==> config.mk <==
export PLATFORM = sky130hd
export DESIGN_NAME = segi_div_step
export DESIGN_NICKNAME = d
export VERILOG_FILES = /design/src/design/segment_intersection_2d_macros.svh /design/src/design/segi_div_step.sv
export SDC_FILE = /design/constraint.sdc
export NUM_CORES = 1
export LEC_CHECK = 0
export BUFFER_PORTS_ARGS = -buffer_cell sky130_fd_sc_hd__buf_2
export CORE_AREA = 2 2 264 266
export CTS_BUF_LIST = sky130_fd_sc_hd__clkbuf_4 sky130_fd_sc_hd__clkbuf_8
export DETAILED_ROUTE_END_ITERATION = 12
export DIE_AREA = 0 0 266 268
export PLACE_DENSITY_LB_ADDON = 0.3
export RECOVER_POWER = 100
export SKIP_CTS_REPAIR_TIMING = 1
export SKIP_LAST_GASP = 1
export SYNTH_ARGS = -nofsm -noshare
export SYNTH_HDL_FRONTEND = slang
export SYNTH_SLANG_ARGS = --single-unit
==> constraint.sdc <==
create_clock -name clk -period 11.73 [get_ports clk]
set_input_delay 1.173 -clock clk [delete_from_list [all_inputs] [get_ports clk]]
set_output_delay 1.173 -clock clk [all_outputs]
set_load 0.005 [all_outputs]
==> src/design/segment_intersection_2d_macros.svh <==
// assertion helpers used by the top-level design file
`ifndef SEGMENT_INTERSECTION_2D_MACROS_SVH
`define SEGMENT_INTERSECTION_2D_MACROS_SVH

// same-cycle implication, clocked on clk, off while arst_n is low
`define SEGI_ASSERT_IMP(lbl, ante, cons, msg) \
	lbl: assert property (@(posedge clk) disable iff (!arst_n) (ante) |-> (cons)) \
		else $error(msg);

// next-cycle implication
`define SEGI_ASSERT_NXT(lbl, ante, cons, msg) \
	lbl: assert property (@(posedge clk) disable iff (!arst_n) (ante) |=> (cons)) \
		else $error(msg);

`endif

==> src/design/segi_div_step.sv <==
`timescale 1ns / 1ps

module segi_div_step #(
	parameter int MW = 66,
	parameter int QW = 33,
	parameter int SW = 68
) (
	input  logic          clk,
	input  logic          arst_n,
	input  logic          src_valid,
	output logic          src_ready,
	input  logic [MW-1:0] src_rem_x,
	input  logic [QW-1:0] src_qn_x,
	input  logic [MW-1:0] src_rem_y,
	input  logic [QW-1:0] src_qn_y,
	input  logic [MW-1:0] src_den,
	input  logic [SW-1:0] src_side,
	output logic          dst_valid,
	input  logic          dst_ready,
	output logic [MW-1:0] dst_rem_x,
	output logic [QW-1:0] dst_qn_x,
	output logic [MW-1:0] dst_rem_y,
	output logic [QW-1:0] dst_qn_y,
	output logic [MW-1:0] dst_den,
	output logic [SW-1:0] dst_side
);

	// one restoring step per lane: shift in the next dividend bit, subtract if it fits
	logic [MW:0]   trial_x, trial_y;
	logic          fit_x, fit_y;
	logic [MW-1:0] rem_nx, rem_ny;

	always_comb begin
		trial_x = {src_rem_x, src_qn_x[QW-1]};
		trial_y = {src_rem_y, src_qn_y[QW-1]};
		fit_x   = trial_x >= {1'b0, src_den};
		fit_y   = trial_y >= {1'b0, src_den};
		rem_nx  = fit_x ? MW'(trial_x - {1'b0, src_den}) : trial_x[MW-1:0];
		rem_ny  = fit_y ? MW'(trial_y - {1'b0, src_den}) : trial_y[MW-1:0];
	end

	assign src_ready = !dst_valid || dst_ready;

	always_ff @(posedge clk or negedge arst_n) begin
		if (!arst_n) begin
			dst_valid <= 1'b0;
		end else if (src_ready) begin
			dst_valid <= src_valid;
		end
	end

	// low dividend bits leave at the top while quotient bits enter at the bottom
	always_ff @(posedge clk) begin
		if (src_ready && src_valid) begin
			dst_rem_x <= rem_nx;
			dst_rem_y <= rem_ny;
			dst_qn_x  <= {src_qn_x[QW-2:0], fit_x};
			dst_qn_y  <= {src_qn_y[QW-2:0], fit_y};
			dst_den   <= src_den;
			dst_side  <= src_side;
		end
	end

endmodule

# Word-level counts from Yosys, hierarchy flattened
# Index checks and enable logic that the tools add are counted.
op_classes:
  add_sub_neg: 2
  magnitude_cmp: 2
  muxes: 2
  reduce_logical: 3
ops:
  columns: ["operator", "n"]
  rows:
  - ["67-bit by 66-bit >= comparator with 1-bit output", 2]
  - ["66-bit 2-to-1 mux", 2]
  - ["66-bit subtractor", 2]
  - ["1-bit logical AND", 1]
  - ["1-bit zero test", 1]
  - ["1-bit logical OR", 1]
word_totals:
  ff_bits: 333
  in_bits: 336
  output_inout_bits: 334
  wordCells: 16

# Logic depth before layout (Yosys ltp)
depth:
  word_depth: 3
  mapped_depth: 16
  mapped_depth_nobuf: 14

# Least setup slack after synthesis
# OpenSTA, ideal clock, no wires.
synth_path:
  path_kind: "input -> register"
  start: "input port dst_ready"
  end: "register dst_den[0], enable pin"
  setup_time_ns: 0.738
  arrival_time_ns: 8.868
  required_time_ns: 10.992
  slack_ns: 2.124
  path_stages: 2
  n_path_buf: 0
  cell_sequence: "nand2b_1 -> and2_1"
synth_via:
  elab_chain_len: 2
synth_lines:
  columns: ["element", "line_no", "text"]
  rows:
  - ["start, declared", "segi_div_step.sv:19", "input logic dst_ready,"]
  - ["1-bit logical OR", "segi_div_step.sv:42", "assign src_ready = !dst_valid || dst_ready;"]
  - ["1-bit logical AND", "segi_div_step.sv:54", "if (src_ready && src_valid) begin"]
  - ["end signal, assigned", "segi_div_step.sv:59", "dst_den <= src_den;"]
  - ["end, declared", "segi_div_step.sv:24", "output logic [MW-1:0] dst_den,"]
# No other way between the ends.
# A chain may end at the register's enable or synchronous reset.

# Final worst setup path
layout_path:
  start: "input port dst_ready"
  end: "register dst_den[27], enable pin"
# The elaborated chain is that of the path after synthesis.

==> flow_metrics.env <==
export IMPL_slowest_stage="clkbuf_1"
export IMPL_area_growth_synth_to_final_pct=25.2
export IMPL_cts_tree="built"
export IMPL_yosys_warnings=0
export IMPL_gp_congestion=0.906
export IMPL_worst_path_stages=5
export IMPL_num_vias=17400
export IMPL_io_buffers=669
export IMPL_cts_root_buffer="clkbuf_8"
export IMPL_syn_avg_cell_area_um2=10.9
export IMPL_synth_nets=2300
export IMPL_syn_area_um2=19900
export IMPL_cp_top_family="buffers and inverters"
export IMPL_wl_um=79200
export IMPL_maxSlewHeadroom=-1.86
export IMPL_chipHeight_um=268
export IMPL_arrival_ps=7800
export IMPL_ys_ff_latch=333
export IMPL_endpoint_kind="register"
export IMPL_drt_pass1_iter_count=7
export IMPL_hold_viol=0
export IMPL_ys_flop_type="edfxtp_1"
export IMPL_ys_seq_area_frac=0.502
export IMPL_synthArstFlopShare=0.00300
export IMPL_p_leak_nw=10.0
export IMPL_slew_violations=250
export IMPL_clockPowerShare=0.343
export IMPL_wl_per_cell_um=23.0
export IMPL_seqPwrFrac=0.417
export IMPL_worst_setup_path_start_kind="input pin"
export IMPL_post_route_period_util=0.643
export IMPL_violations="max-capacitance violations, max-slew violations"
export IMPL_layout_commonest_cell="buf_2"
export IMPL_insertion_delay_ps=660
export IMPL_grt_max_degree=152
export IMPL_design_area_um2=24900
export IMPL_rsz0062_at_grt="false"
export IMPL_cts_sinks=333
export IMPL_grt_pass1_wl_um=112000
export IMPL_cap_viol_max_count=5
export IMPL_grt_usage=0.212
export IMPL_tightest_slew_ps=4280
export IMPL_crit_type="input pin to register"
export IMPL_die_area_um2=71300
export IMPL_ioPinCount=670
export IMPL_final_cell_mix="buf_2, edfxtp_1, clkbuf_1, a21oi_1, nor2_1"
export IMPL_dpl_worst_slack_ps=6000
export IMPL_nNetsFinal=2971
export IMPL_timing_rr_start="dst_valid"
export IMPL_power_density_nw_per_um2=142
export IMPL_htree_levels=3
export IMPL_clk_pin_slew_ps=50
export IMPL_outcome="finished, violations left"
export IMPL_via_per_inst=5.07
export IMPL_overflow=0
export IMPL_die_w_um=266
export IMPL_grt_pass1_vias=17500
export IMPL_path_max_fanout=80
export IMPL_core_um2=68200
export IMPL_hold_path_class="input pin to asynchronous set/reset pin"
export IMPL_num_fill_cells=7048
export IMPL_cpPeakStageDelay_ps=3120
export IMPL_drive_gt1_frac=0.224
export IMPL_power_switching_mw=1.09
export IMPL_drc=0
export IMPL_placed_area_um2=24100
export IMPL_setup_slack_ps=4180
export IMPL_syn_inst=1830
export IMPL_cp_cell_sequence="buf_2, nand2b_1, and2_0, clkbuf_1, buf_4"
export IMPL_rows=96
export IMPL_reg2reg_slack_ps=4440
export IMPL_finalSetupTns_ps=0
export IMPL_path_buf_inv=3
export IMPL_ant_nets=0
export IMPL_setup_violations=0
export IMPL_pwr_share_comb=0.240
export IMPL_max_freq_mhz=132
export IMPL_crit_start="dst_ready"
export IMPL_vdd_ir_drop_max_mv=0.0630
export IMPL_period_minus_slack_ps=7550
export IMPL_antenna_found_initial=28
export IMPL_p_int_mw=2.45
export IMPL_cp_required_ps=11980
export IMPL_sw_frac_of_total=0.307
export IMPL_synth_cell_types=84
export IMPL_worstSetupEndpoint="dst_den[27]"
export IMPL_start_util=0.292
export IMPL_cts_buffers=67
export IMPL_hpwl_um=64200
export IMPL_synth_edf_count=332
export IMPL_reg2reg_to="dst_den[27]"
export IMPL_reg2reg_depth=4
export IMPL_finClkSkew_ps=24.6
export IMPL_clk_path_buf_depth=3
export IMPL_drt_iter0_drc=1210
-- through the flow --
step	hold slack, ps	total power [mW]	util	instances
after CTS	226	3.61	0.372	3422
after global placement	549	2.36	0.353	3314
after floorplan	537	2.03	-	1830
after global routing	262	3.72	0.365	3425
after detailed placement	566	2.36	0.353	3314
final	302	3.54	0.365	3435
-- registers in the layout, indices dropped and copies added (netlist names) --
register and count:
dst_side 68, dst_den 66, dst_rem_x 66, dst_rem_y 66
dst_qn_x 33, dst_qn_y 33, dst_valid 1
-- cells in the mapped netlist (6+ instances only) --
cell,count,area share
or3_1,7,0.0022
o21bai_1,35,0.013
a21o_1,53,0.020
o21ai_1,6,0.0015
edfxtp_1,332,0.50
and2_1,8,0.0025
o211ai_1,7,0.0026
nor2b_1,10,0.0031
a211oi_1,13,0.0049
and3_1,15,0.0047
nor2_1,147,0.028
nor4_1,8,0.0025
o21ai_0,79,0.020
a21oi_1,222,0.056
buf_2,19,0.0048
xor2_1,43,0.019
nand4_1,54,0.017
buf_4,9,0.0034
nand2b_1,9,0.0028
o31ai_1,8,0.0030
inv_1,119,0.022
nand2_1,122,0.023
a31oi_1,8,0.0025
xnor2_1,72,0.032
ha_1,132,0.083
nand3_1,26,0.0065
clkbuf_1,42,0.0079
mux2_2,77,0.044
nor3_1,24,0.0060
o21a_1,14,0.0053
-- layout make-up --
class,instances,area (µm²),share of cell area
timing repair buffer,677,3030,0.121
antenna,13,32.5,0.00130
inverter,119,447,0.0179
clock buffer,88,1090,0.0438
tap,882,1100,0.0443
multi-input combinational,1303,9030,0.362
clock inverter,20,206,0.00828
sequential,333,9990,0.401
-- per-layer routing --
layer  vias to the layer above  share of wire  routed length, µm  track usage
li1                       8173              -                  -            -
met1                      8345           0.39              31200        0.244
met2                       741           0.50              39300        0.375
met3                       132          0.079               6260       0.0612
met4                        12          0.029               2280       0.0726
met5                         -        0.00096                 76            0
-- power by group through the flow --
stage / registers (mW) / clock network, mW / logic [mW]
6_report: 1.47 / 1.21 / 0.849
2_1_floorplan: 1.52 / 0 / 0.506
3_5_place_dp: 1.49 / 0 / 0.868
4_1_cts: 1.47 / 1.26 / 0.874
5_1_grt: 1.48 / 1.31 / 0.931
3_3_place_gp: 1.49 / 0 / 0.867
-- kinds of logic (layout without fill, tap and decap cells) --
logic type,after synthesis,in the layout,synth area share
AND/OR/NAND/NOR,456,456,0.109
other,0,13,0
buffers and inverters,194,904,0.0414
AO/OA/AOI/OAI,516,516,0.166
XOR/XNOR,115,115,0.0506
flip-flops,333,333,0.502
multiplexers,82,82,0.0463
adder cells (fa/ha/maj),134,134,0.0850
-- worst reg2reg max path: stages (launching register included) --
cell	delay [ps]
dfrtp_1	380
nand2b_1	140
and2_0	2090
clkbuf_1	3160
buf_4	1100
-- how the worst min path moves through the flow --
stage	to	cells after the start	slack, ps	start
global route	dst_valid	1	260	arst_n
finish	dst_valid	1	300	arst_n
floorplan	dst_valid	2	540	dst_valid
CTS	dst_valid	1	230	arst_n
global placement	dst_valid	2	550	dst_valid
detailed placement	dst_valid	2	570	dst_valid
No activity file was read; power rests on OpenSTA's default activity.
